## config.mk

```make
export PLATFORM = sky130hd
export DESIGN_NAME = sn4_perm_mem
export DESIGN_NICKNAME = d
export VERILOG_FILES = /design/src/hw/rtl/sn4_pkg.sv /design/src/hw/rtl/sn4_perm_mem.sv
export SDC_FILE = /design/constraint.sdc
export NUM_CORES = 2
export LEC_CHECK = 0
export BUFFER_PORTS_ARGS = -buffer_cell sky130_fd_sc_hd__buf_2
export CAP_MARGIN = 20
export CORE_MARGIN = 2
export CORE_UTILIZATION = 60
export CTS_BUF_LIST = sky130_fd_sc_hd__clkbuf_8 sky130_fd_sc_hd__clkbuf_16
export CTS_CLUSTER_DIAMETER = 50
export DETAILED_ROUTE_END_ITERATION = 16
export PLACE_DENSITY = 0.76
export SETUP_SLACK_MARGIN = 0.3
export SLEW_MARGIN = 20
export SYNTH_ARGS = -nofsm -noshare
export SYNTH_HDL_FRONTEND = slang
export SYNTH_SLANG_ARGS = --single-unit
export TNS_END_PERCENT = 1
```

## constraint.sdc

```tcl
create_clock -name clk -period 3.25 [get_ports clk]
set_clock_uncertainty 0.15 [all_clocks]
set_input_delay 0.1625 -clock clk [delete_from_list [all_inputs] [get_ports clk]]
set_output_delay 0.1625 -clock clk [all_outputs]
set_load 0.005 [all_outputs]
```

## src/hw/rtl/sn4_pkg.sv

```systemverilog
// Shared types, constants and the simplex rank table for the 4D noise pipeline.
`timescale 1ns / 1ps

package sn4_pkg;

  // Fixed-point work format: signed Q.28
  localparam int WORK_BITS = 28;

  // Permutation table geometry
  localparam int PERM_DEPTH = 256;
  localparam int PERM_AW    = 8;

  // Skew factor F4 in Q0.32, unskew factor G4 in Q.28, falloff radius 0.6 in Q.28
  localparam logic signed [32:0] F4_Q32      = 33'sd1327217885;
  localparam logic        [25:0] G4_Q28      = 26'd37096868;
  localparam logic        [27:0] FALLOFF_Q28 = 28'd161061274;

  // Item opcodes
  localparam logic OP_EVAL = 1'b0;
  localparam logic OP_LOAD = 1'b1;

  // Control that rides along with every item
  typedef struct packed {
    logic                vld;
    logic                ld;
    logic [PERM_AW-1:0]  pidx;
    logic [7:0]          pval;
  } sn4_ctl_t;

  // Front-end result: cell bytes and corner-zero offsets
  typedef struct packed {
    sn4_ctl_t         ctl;
    logic [3:0][7:0]  cb;
    logic [3:0][31:0] off;
  } sn4_front_t;

  // Comparison code to per-axis rank {r0,r1,r2,r3}; r0 in the top two bits
  function automatic logic [7:0] rank_lookup(input logic [5:0] code);
    logic [7:0] r;
    r = 8'h00;
    unique case (code)
      6'd0:  r = {2'd0, 2'd1, 2'd2, 2'd3};
      6'd1:  r = {2'd0, 2'd1, 2'd3, 2'd2};
      6'd3:  r = {2'd0, 2'd2, 2'd3, 2'd1};
      6'd7:  r = {2'd1, 2'd2, 2'd3, 2'd0};
      6'd8:  r = {2'd0, 2'd2, 2'd1, 2'd3};
      6'd10: r = {2'd0, 2'd3, 2'd1, 2'd2};
      6'd11: r = {2'd0, 2'd3, 2'd2, 2'd1};
      6'd15: r = {2'd1, 2'd3, 2'd2, 2'd0};
      6'd24: r = {2'd1, 2'd2, 2'd0, 2'd3};
      6'd26: r = {2'd1, 2'd3, 2'd0, 2'd2};
      6'd30: r = {2'd2, 2'd3, 2'd0, 2'd1};
      6'd31: r = {2'd2, 2'd3, 2'd1, 2'd0};
      6'd32: r = {2'd1, 2'd0, 2'd2, 2'd3};
      6'd33: r = {2'd1, 2'd0, 2'd3, 2'd2};
      6'd37: r = {2'd2, 2'd0, 2'd3, 2'd1};
      6'd39: r = {2'd2, 2'd1, 2'd3, 2'd0};
      6'd48: r = {2'd2, 2'd0, 2'd1, 2'd3};
      6'd52: r = {2'd3, 2'd0, 2'd1, 2'd2};
      6'd53: r = {2'd3, 2'd0, 2'd2, 2'd1};
      6'd55: r = {2'd3, 2'd1, 2'd2, 2'd0};
      6'd56: r = {2'd2, 2'd1, 2'd0, 2'd3};
      6'd60: r = {2'd3, 2'd1, 2'd0, 2'd2};
      6'd62: r = {2'd3, 2'd2, 2'd0, 2'd1};
      6'd63: r = {2'd3, 2'd2, 2'd1, 2'd0};
      default: r = 8'h00;
    endcase
    return r;
  endfunction

endpackage

```

## src/hw/rtl/sn4_perm_mem.sv

```systemverilog
// One copy of the 256 x 8 permutation table with a registered read port.
`timescale 1ns / 1ps

module sn4_perm_mem (
  input  logic                        clk,
  input  logic                        wr_en,
  input  logic [sn4_pkg::PERM_AW-1:0] wr_addr,
  input  logic [7:0]                  wr_data,
  input  logic                        rd_en,
  input  logic [sn4_pkg::PERM_AW-1:0] rd_addr,
  output logic [7:0]                  rd_data
);

  logic [7:0] mem [sn4_pkg::PERM_DEPTH];
  logic [7:0] rd_data_r;

  // write port
  always_ff @(posedge clk) begin
    if (wr_en) begin
      mem[wr_addr] <= wr_data;
    end
  end

  // registered read, held while the pipeline is stalled
  always_ff @(posedge clk) begin
    if (rd_en) begin
      rd_data_r <= mem[rd_addr];
    end
  end

  assign rd_data = rd_data_r;

endmodule

```

==> results by group <==
Run status
  – Outcome: finished, final reports clean

Detailed routing
  – DRT Wirelength: 199 mm
  – Initial DRT Pass Iterations: 8
  – Vias/cell: approximately 6.8
  – DR WL/cell: 32.5 um
  – Drt drc: 0
  – Vias: 41600
  – Detail Route Antenna Nets: 0
  – DR iter-0 viols: 6690

Worst setup path
  – Worst R2R Setup Slack: between 0.2 and 0.25 ns
  – Slowest library cell on the worst path: nor2_2
  – Kind of critical path: in -> reg
  – Critical Path Max Stage Delay: 0.81 ns
  – Required @ worst endpoint: 3.76 ns
  – Worst EP arrival: between 3 and 4 ns
  – Startpoint Class: input pin
  – CP endpoint kind: flip-flop
  – CP Cell Sequence: dlygate4sd3_1, buf_2, nor2_2, buf_12, a22oi_1, a21oi_1, nor4_1, buf_4, nor4_2
  – CP max FO: 24

Die
  – Die area: between 0.1 and 0.15 mm2
  – I/O pins: 35
  – Die W: 368 um
  – # rows: 133
  – Starting Density: 60.5%
  – Die Ht: 368 um
  – Placeable Area: between 0.1 and 0.15 mm2

Yosys
  – Post-Syn Nets: 3760
  – Sequential share of the synthesized area: 77.5%
  – #FFs+latches synth: just over 2000
  – Most used flip-flop cell after synthesis: edfxtp_1
  – Cell taking the most area after synthesis: edfxtp_1
  – Post-Syn Area: 0.0796 mm2
  – Post-synth EDFFs: about 2100
  – Synth top area share: a little under 80%
  – Post-Synthesis Mean Instance Area: around 21 um2
  – Yosys cell types: 54
  – Area contributors post-synth: edfxtp_1 78%, mux4_2 13%, mux2i_1 1.7%
  – Cells after Synth: 3733
  – Ys Warns: 0
  – Ys async rst share: 0%

Finish
  – Final core occ: 69.4%
  – Final cell count without fillers: 6133
  – Layout fillers: about 7500
  – Most common cell after layout, fill and taps aside: edfxtp_1
  – Multi-input gate area: 0.0165 mm2
  – FF+latch area: 0.0617 mm2
  – Layout cells sized above 1: around 28%
  – Post-route design area: 0.0913 mm2
  – Area Growth Syn to Fin: 14.7%
  – Final #Nets: roughly 4200
  – Most frequent cells in the layout: 2056 x edfxtp_1, 454 x mux4_2, 406 x buf_4

Clock network
  – CTS tree: done
  – CTS Buffer Depth: 3
  – Clk pin slew, worst setup/hold paths: about 0.06 ns
  – Clk_lat worst skew: 0.85 ns
  – # clock sinks: 2056
  – Root Driver: clkbuf_16
  – H-tree Lvls: 4
  – CTS buffer count: 198

Global routing
  – Number of global-route vias before repair: 41900
  – Initial antenna violation count: 11
  – First-pass GRT wire length: 290 mm
  – Largest net degree at the start of global routing: between 150 and 200
  – Global-route usage over all layers: 29.7%
  – Global route overflow: 0

STA
  – Hold WS: 0.167 ns
  – Pins over their slew limit: 0
  – Max Clk Rate: 0.330 GHz
  – Measured slew at the worst slew-check pin: 1.15 ns
  – Setup ws final: 0.217 ns
  – Slew headroom: between 20% and 30%
  – Clock period minus worst slack: 3.03 ns
  – Fin crit share: 93.3%
  – RSZ-0062 raised after global routing: true
  – Final setup viols: 0
  – Hold Vio Cnt, Final: 0
  – TNS Setup: 0 ns

Placement
  – Final GP Congestion: between 0.9 and 1
  – Pre-CTS setup slack: -0.275 ns
  – DP HPWL: between 100 and 150 mm
  – Port Buffers: 34
  – DP Area: 0.0848 mm2
  – Cells after DPL: approximately 5700

Run
  – Max Cap Viol: 0

Power
  – Pwr Total: 54.3 mW
  – Leak: 29.3 nW
  – Pwr Density: ~590 mW/mm2
  – Worst VDD drop: 0.674 mV

Min path
  – Hold crit path type: in -> reg
cell families (layout without fill, tap and decap cells):
| family | Yosys count | in the layout | synth area share (%) |
|---|---|---|---|
| other cells | 0 | 6 | 0 |
| compound gates | 385 | 385 | 3.42 |
| simple gates | 466 | 466 | 2.63 |
| mux | 591 | 591 | 14.6 |
| flops | 2056 | 2056 | 77.5 |
| buf+inv | 235 | 874 | 1.83 |
metal layers:
layer	vias up	routed length (um)	GRT usage (%)
met3	468	24000	7.14
met4	12	8160	11.3
met2	2956	95600	46.2
li1	16700	-	-
met5	-	76	0
met1	21500	71300	41.5
synth_stat cells, drive strengths merged, types with 28 or more instances:
library cell,instances
mux4,456
o221ai,47
o22ai,28
nor2,282
edfxtp,2056
clkbuf,111
nor2b,31
a22oi,133
nand3,34
a21oi,96
nand2,33
mux2i,134
buf,122
registers in the layout, indices dropped and copies added, names as in the netlist:
register	cells
mem	2048
rd_data	8
final cells by class:
type | instances | area share (%)
antenna | 6 | 0.0164
clock buffer | 198 | 5.42
clock inverter | 160 | 1.48
inverter | 2 | 0.00822
multi-input combinational | 1442 | 18.1
sequential | 2056 | 67.6
tap | 1755 | 2.40
timing repair buffer | 514 | 5.02
final timing paths:
kind                    startpoint                   end  cells past startpoint
max                     rd_addr[4]  rd_data[2]$_DFFE_PP_                      9
max reg2reg  mem[130][2]$_DFFE_PP_  rd_data[2]$_DFFE_PP_                      6
min                          rd_en  rd_data[3]$_DFFE_PP_                      2
min reg2reg   mem[52][2]$_DFFE_PP_  rd_data[2]$_DFFE_PP_                      7
where the power goes:
part           internal, mW  switching [mW]
combinational          1.04            1.77
sequential             29.2          0.0400
clock                  12.3            9.95
total                  42.6            11.8
critical path, delay by kind of cell:
kind	cells	cell delay, ns
simple gates	3	1.20
buf+inv	4	1.35
compound gates	2	0.77
repair_timing:
item,CTS,global route
gates resized for setup,1,3
hold endpoints to repair,1149,0
hold buffers,22,0
endpoints found under the setup margin,2,13
setup buffers,0,0
Note: power is estimated with default switching activity, not from simulation.
