## config.mk

```make
export PLATFORM = sky130hd
export DESIGN_NAME = sn4_front
export DESIGN_NICKNAME = d
export VERILOG_FILES = /design/src/hw/rtl/sn4_pkg.sv /design/src/hw/rtl/sn4_front.sv
export SDC_FILE = /design/constraint.sdc
export NUM_CORES = 2
export LEC_CHECK = 0
export BUFFER_PORTS_ARGS = -buffer_cell sky130_fd_sc_hd__buf_2
export CORE_MARGIN = 1.5
export CORE_UTILIZATION = 30
export CTS_CLUSTER_SIZE = 16
export DETAILED_ROUTE_END_ITERATION = 6
export GPL_TIMING_DRIVEN = 0
export PLACE_DENSITY_LB_ADDON = 0.12
export SLEW_MARGIN = 30
export SYNTH_ARGS = -nofsm -noshare
export SYNTH_HDL_FRONTEND = slang
export SYNTH_SLANG_ARGS = --single-unit
export TNS_END_PERCENT = 10
```

## constraint.sdc

```tcl
create_clock -name clk -period 14.8 [get_ports clk]
set_input_delay 3.7 -clock clk [delete_from_list [all_inputs] [get_ports clk]]
set_output_delay 3.7 -clock clk [all_outputs]
set_load 0.02 [all_outputs]
```

## src/hw/rtl/sn4_pkg.sv

```systemverilog
// Shared types, constants and the simplex rank table for the 4D noise pipeline.
`timescale 1ns / 1ps

package sn4_pkg;

  // Fixed-point work format: signed Q.28
  localparam int WORK_BITS = 28;

  // Permutation table geometry
  localparam int PERM_DEPTH = 256;
  localparam int PERM_AW    = 8;

  // Skew factor F4 in Q0.32, unskew factor G4 in Q.28, falloff radius 0.6 in Q.28
  localparam logic signed [32:0] F4_Q32      = 33'sd1327217885;
  localparam logic        [25:0] G4_Q28      = 26'd37096868;
  localparam logic        [27:0] FALLOFF_Q28 = 28'd161061274;

  // Item opcodes
  localparam logic OP_EVAL = 1'b0;
  localparam logic OP_LOAD = 1'b1;

  // Control that rides along with every item
  typedef struct packed {
    logic                vld;
    logic                ld;
    logic [PERM_AW-1:0]  pidx;
    logic [7:0]          pval;
  } sn4_ctl_t;

  // Front-end result: cell bytes and corner-zero offsets
  typedef struct packed {
    sn4_ctl_t         ctl;
    logic [3:0][7:0]  cb;
    logic [3:0][31:0] off;
  } sn4_front_t;

  // Comparison code to per-axis rank {r0,r1,r2,r3}; r0 in the top two bits
  function automatic logic [7:0] rank_lookup(input logic [5:0] code);
    logic [7:0] r;
    r = 8'h00;
    unique case (code)
      6'd0:  r = {2'd0, 2'd1, 2'd2, 2'd3};
      6'd1:  r = {2'd0, 2'd1, 2'd3, 2'd2};
      6'd3:  r = {2'd0, 2'd2, 2'd3, 2'd1};
      6'd7:  r = {2'd1, 2'd2, 2'd3, 2'd0};
      6'd8:  r = {2'd0, 2'd2, 2'd1, 2'd3};
      6'd10: r = {2'd0, 2'd3, 2'd1, 2'd2};
      6'd11: r = {2'd0, 2'd3, 2'd2, 2'd1};
      6'd15: r = {2'd1, 2'd3, 2'd2, 2'd0};
      6'd24: r = {2'd1, 2'd2, 2'd0, 2'd3};
      6'd26: r = {2'd1, 2'd3, 2'd0, 2'd2};
      6'd30: r = {2'd2, 2'd3, 2'd0, 2'd1};
      6'd31: r = {2'd2, 2'd3, 2'd1, 2'd0};
      6'd32: r = {2'd1, 2'd0, 2'd2, 2'd3};
      6'd33: r = {2'd1, 2'd0, 2'd3, 2'd2};
      6'd37: r = {2'd2, 2'd0, 2'd3, 2'd1};
      6'd39: r = {2'd2, 2'd1, 2'd3, 2'd0};
      6'd48: r = {2'd2, 2'd0, 2'd1, 2'd3};
      6'd52: r = {2'd3, 2'd0, 2'd1, 2'd2};
      6'd53: r = {2'd3, 2'd0, 2'd2, 2'd1};
      6'd55: r = {2'd3, 2'd1, 2'd2, 2'd0};
      6'd56: r = {2'd2, 2'd1, 2'd0, 2'd3};
      6'd60: r = {2'd3, 2'd1, 2'd0, 2'd2};
      6'd62: r = {2'd3, 2'd2, 2'd0, 2'd1};
      6'd63: r = {2'd3, 2'd2, 2'd1, 2'd0};
      default: r = 8'h00;
    endcase
    return r;
  endfunction

endpackage

```

## src/hw/rtl/sn4_front.sv

```systemverilog
// Front end: input register, skew multiply, cell floor, unskew multiply, offsets.
`timescale 1ns / 1ps

module sn4_front #(
  parameter int FRAC_BITS = 16
) (
  input  logic                clk,
  input  logic                rst_n,
  input  logic                en,
  input  logic                in_valid,
  input  logic                in_opcode,
  input  logic signed [23:0]  in_coord_x,
  input  logic signed [23:0]  in_coord_y,
  input  logic signed [23:0]  in_coord_z,
  input  logic signed [23:0]  in_coord_w,
  input  logic [7:0]          in_perm_index,
  input  logic [7:0]          in_perm_value,
  output sn4_pkg::sn4_front_t front_o
);

  localparam int WB  = sn4_pkg::WORK_BITS;
  localparam int PW  = 24 + WB - FRAC_BITS;          // coordinate in Q.28
  localparam int SW  = PW + 2;                       // coordinate plus skew
  localparam int CW  = SW - WB;                      // cell index
  localparam int CSW = CW + 2;                       // sum of four cells
  localparam int UW  = CSW + 27;                     // unskew product
  localparam int XW  = ((SW > UW) ? SW : UW) + 2;    // offset work width
  localparam int CEW = (CW > 8) ? CW : 8;
  localparam int MW  = 26 + 33;                      // skew product

  sn4_pkg::sn4_ctl_t ctl_r [1:6];

  logic signed [23:0]    c1_r    [4];
  logic signed [25:0]    sum1_r;
  logic signed [23:0]    c2_r    [4];
  logic signed [MW-1:0]  prod2_r;
  logic signed [SW-1:0]  ps3_r   [4];
  logic signed [SW-1:0]  skew3_r;
  logic [WB-1:0]         frac4_r [4];
  logic [7:0]            cb4_r   [4];
  logic signed [CSW-1:0] csum4_r;
  logic signed [SW-1:0]  skew4_r;
  logic [WB-1:0]         frac5_r [4];
  logic [7:0]            cb5_r   [4];
  logic signed [UW-1:0]  unsk5_r;
  logic signed [SW-1:0]  skew5_r;
  logic [3:0][7:0]       cb6_r;
  logic [3:0][31:0]      off6_r;

  logic signed [23:0]    cin    [4];
  logic signed [SW-1:0]  skew2;
  logic signed [CW-1:0]  cell3  [4];
  logic signed [CEW-1:0] cellx3 [4];
  logic signed [CSW-1:0] csum3;

  assign cin[0] = in_coord_x;
  assign cin[1] = in_coord_y;
  assign cin[2] = in_coord_z;
  assign cin[3] = in_coord_w;

  // skew = sum * F4 in Q.28, cell = floor(coord + skew)
  always_comb begin
    skew2 = SW'(prod2_r >>> (FRAC_BITS + 4));
    csum3 = '0;
    for (int d = 0; d < 4; d++) begin
      cell3[d]  = ps3_r[d][SW-1:WB];
      cellx3[d] = CEW'(cell3[d]);
      csum3     = csum3 + CSW'(cell3[d]);
    end
  end

  // control that rides with each item; only the valid bits are reset
  always_ff @(posedge clk) begin
    if (!rst_n) begin
      for (int s = 1; s <= 6; s++) begin
        ctl_r[s].vld <= 1'b0;
      end
    end else if (en) begin
      ctl_r[1].vld  <= in_valid;
      ctl_r[1].ld   <= in_opcode;
      ctl_r[1].pidx <= in_perm_index;
      ctl_r[1].pval <= in_perm_value;
      for (int s = 2; s <= 6; s++) begin
        ctl_r[s] <= ctl_r[s-1];
      end
    end
  end

  // datapath stages
  always_ff @(posedge clk) begin
    if (en) begin
      // stage 1: capture and add coordinates
      sum1_r <= 26'(in_coord_x) + 26'(in_coord_y) + 26'(in_coord_z) + 26'(in_coord_w);
      for (int d = 0; d < 4; d++) begin
        c1_r[d] <= cin[d];
      end

      // stage 2: skew multiply
      prod2_r <= MW'(sum1_r) * MW'(sn4_pkg::F4_Q32);
      for (int d = 0; d < 4; d++) begin
        c2_r[d] <= c1_r[d];
      end

      // stage 3: coordinate plus skew
      skew3_r <= skew2;
      for (int d = 0; d < 4; d++) begin
        ps3_r[d] <= SW'($signed({c2_r[d], {(WB - FRAC_BITS){1'b0}}})) + skew2;
      end

      // stage 4: split cell and fraction
      csum4_r <= csum3;
      skew4_r <= skew3_r;
      for (int d = 0; d < 4; d++) begin
        frac4_r[d] <= ps3_r[d][WB-1:0];
        cb4_r[d]   <= cellx3[d][7:0];
      end

      // stage 5: unskew multiply
      unsk5_r <= UW'(csum4_r) * UW'($signed({1'b0, sn4_pkg::G4_Q28}));
      skew5_r <= skew4_r;
      for (int d = 0; d < 4; d++) begin
        frac5_r[d] <= frac4_r[d];
        cb5_r[d]   <= cb4_r[d];
      end

      // stage 6: offset from the cell origin
      for (int d = 0; d < 4; d++) begin
        off6_r[d] <= 32'(XW'($signed({1'b0, frac5_r[d]})) + XW'(unsk5_r) - XW'(skew5_r));
        cb6_r[d]  <= cb5_r[d];
      end
    end
  end

  assign front_o.ctl = ctl_r[6];
  assign front_o.cb  = cb6_r;
  assign front_o.off = off6_r;

endmodule

```

==> metrics.cfg <==
[sta]
period_share_pct = 55.3
fmax_mhz = 122
fin_ws_ns = 6.62
maxSlewHeadroom_pct = 33.2
finalSetupViolations = 0
worst_slew_pin_slew_ns = 0.995
slew_viol_final = 0
period_needed_ns = 8.18
rsz0062_at_grt = false
finClkSkew_ns = 0.0470
hold_violations = 0

[place]
place_ws_ns = 6.51
io_buffer_count = 286
dp_hpwl_um = 134000
gp_congestion = 0.882

[floorplan]
floorplan.die_area_mm2 = 0.200
die_w_um = 447
core-area_mm2 = 0.195
start_util_pct = 30.3
fp-row-count = 162
io_pins = 295
fp.dieH_um = 447

[flow_run]
drv_cap = 0

[route]
drt_iter0_drc = 1777
totalWireLength_um = 160000
wl_per_cell_um = 20.7
drc = 0
final_antenna_net_count = 0
dr.pass1.iters = 5
vias = 34495
viasPerCell = 4.45

[outcome]
outcome = completed

[cts]
root_buffer = clkbuf_16
cts_tree = yes
cts_hold_buf = 0
cts_resized = 0
cts_sinks = 904
h-tree-depth = 3
cts_setup_buffers = 0
worstSkewPairLatency_ns = 0.73
clk_pin_slew_ns = 0.07
cts_made_buffers = 105
cts_max_path_buffers = 3

[worst_setup_path]
r2r_end = prod2_r[52]
cp_num_buf_inv = 6
crit_path_frequent_cell = fa_1
cp.required_ns = 15.28
cp-start-kind = register
worst-path-stages = 22
r2r-start = sum1_r[5]
crit_fanout = 6
r2r_slack_ns = 6.62
cpPeakStageDelay_ns = 0.72
worst_ep_arrival_time_ns = 8.66
crit_path_top_delay_cell = fa_1
worstPathCellList = fa_1 -> fa_1 -> inv_1 -> fa_1 -> inv_1 -> fa_1 -> inv_1 -> fa_1 -> inv_1 -> fa_1 -> inv_1 -> fa_1 -> inv_1 -> ha_1 -> nand4_1 -> nor3_1 -> nor4_1 -> a21oi_1 -> a21oi_1 -> o311ai_1 -> o21ai_0 -> xnor2_1
cp-end-kind = register
crit_family = adder cells
critPathKind = register to register
rr_worst_depth = 22

[global_routing]
grt_max_degree = 119
grt.overflow.total = 0
grt_pass1_vias = 36317
antenna_found_initial = 32
grt_pass1_wl_um = 235000
grt_usage_pct = 16.1

[synth]
syn-cell-area_mm2 = 0.0591
yosys.area.top_type = edfxtp_1
synth_edf_count = 904
synth_seq_cells = 904
synth-main-ff-cell = edfxtp_1
yosys_warnings = 0
ys_top_cells_by_area = edfxtp_1 46%, fa_1 18%, ha_1 12%
synth.avg_cell_area_um2 = 12.8
yosysSeqAreaShare_pct = 45.9
syn-instance-count = 4623
synth.distinct_cells = 75
synth.top_cell.area_share_pct = 45.9
synthArstFlopShare_pct = 0

[cells_and_area]
nNetsFinal = 6265
syn2layout_area_growth_pct = 14.5
final_cell_mix = 906 x inv_1, 904 x edfxtp_1, 586 x ha_1, 530 x fa_1, 285 x buf_2
layout_commonest_cell = inv_1
nFillCells = 19428
drive_gt1_share_pct = 10.7

[min_path]
min_to = frac4_r[2][23]
min_path_cells = 0
hp-class = register to register
hold_start = ps3_r[2][23]

Yosys cell counts (all sizes together), types with 56 or more instances:
cell type / count
nand2: 136
xnor2: 164
a21oi: 249
ha: 586
a21o: 114
nor2: 152
o21ai: 133
inv: 907
xor2: 99
fa: 530
edfxtp: 904
buf: 56
worst max path at each step:
| stage | startpoint | to | slack, ns |
|---|---|---|---|
| after CTS | sum1_r[5] | prod2_r[52] | 6.45 |
| after global routing | sum1_r[5] | prod2_r[48] | 6.26 |
| final | sum1_r[5] | prod2_r[52] | 6.62 |
| after global placement | en | ctl_r[0][31] | -6.35 |
| after detailed placement | sum1_r[5] | prod2_r[52] | 6.51 |
| after floorplan | in_coord_x[1] | sum1_r[25] | 7.73 |
routing by layer:
metal | vias to the layer above | global-route usage (%) | share of wire (%)
met5 | - | 0 | 0.026
met4 | 8 | 4.65 | 2.6
met3 | 216 | 2.06 | 3.6
met2 | 603 | 28.0 | 49
met1 | 17062 | 20.8 | 44
li1 | 16606 | - | -
logic make-up (layout without fill, tap and decap cells):
family / Yosys count / in the layout / share of synthesized area (%)
adder cells (fa/ha/maj): 1116 / 1116 / 30.3
XOR/XNOR: 263 / 263 / 3.90
buffers and inverters: 991 / 1480 / 6.65
AO/OA/AOI/OAI: 759 / 759 / 8.30
multiplexers: 2 / 2 / 0.0339
AND/OR/NAND/NOR: 587 / 587 / 4.86
flip-flops: 904 / 904 / 45.9
other: 1 / 11 / 0.00634
metrics by stage:
step                      utilization [%]  cells  setup TNS (ns)  hold slack, ns  instance area, µm²
after floorplan                         -   4630               0           0.400               59200
after global placement               32.7   7540        -3075.37           0.400               63900
after detailed placement             32.8   7549               0           0.405               64100
after CTS                            34.6   7743               0           0.380               67700
after global routing                 34.6   7745               0           0.371               67700
final                                34.6   7746               0           0.385               67700
cell type report:
class / count / area, µm² / share of cell area (%)
clock inverter: 67 / 815 / 1.20
sequential: 904 / 27100 / 40.1
clock buffer: 127 / 2730 / 4.03
tap: 2624 / 3280 / 4.85
timing repair buffer: 295 / 1690 / 2.49
multi-input combinational: 2735 / 28100 / 41.5
antenna: 3 / 7.51 / 0.0111
buffer: 84 / 526 / 0.776
inverter: 907 / 3400 / 5.03
sequential cells by signal, summed over array words and instances (netlist names):
register  cells
c1_r         96
csum4_r      12
c2_r         96
sum1_r       26
prod2_r      34
front_o     122
skew5_r      28
unsk5_r      30
frac4_r      64
cb4_r        32
skew3_r      28
ctl_r       108
frac5_r      64
cb5_r        32
ps3_r       104
skew4_r      28
Power is not shown: default switching activity piles up to over one toggle a cycle in this logic, so the estimate is an artifact.
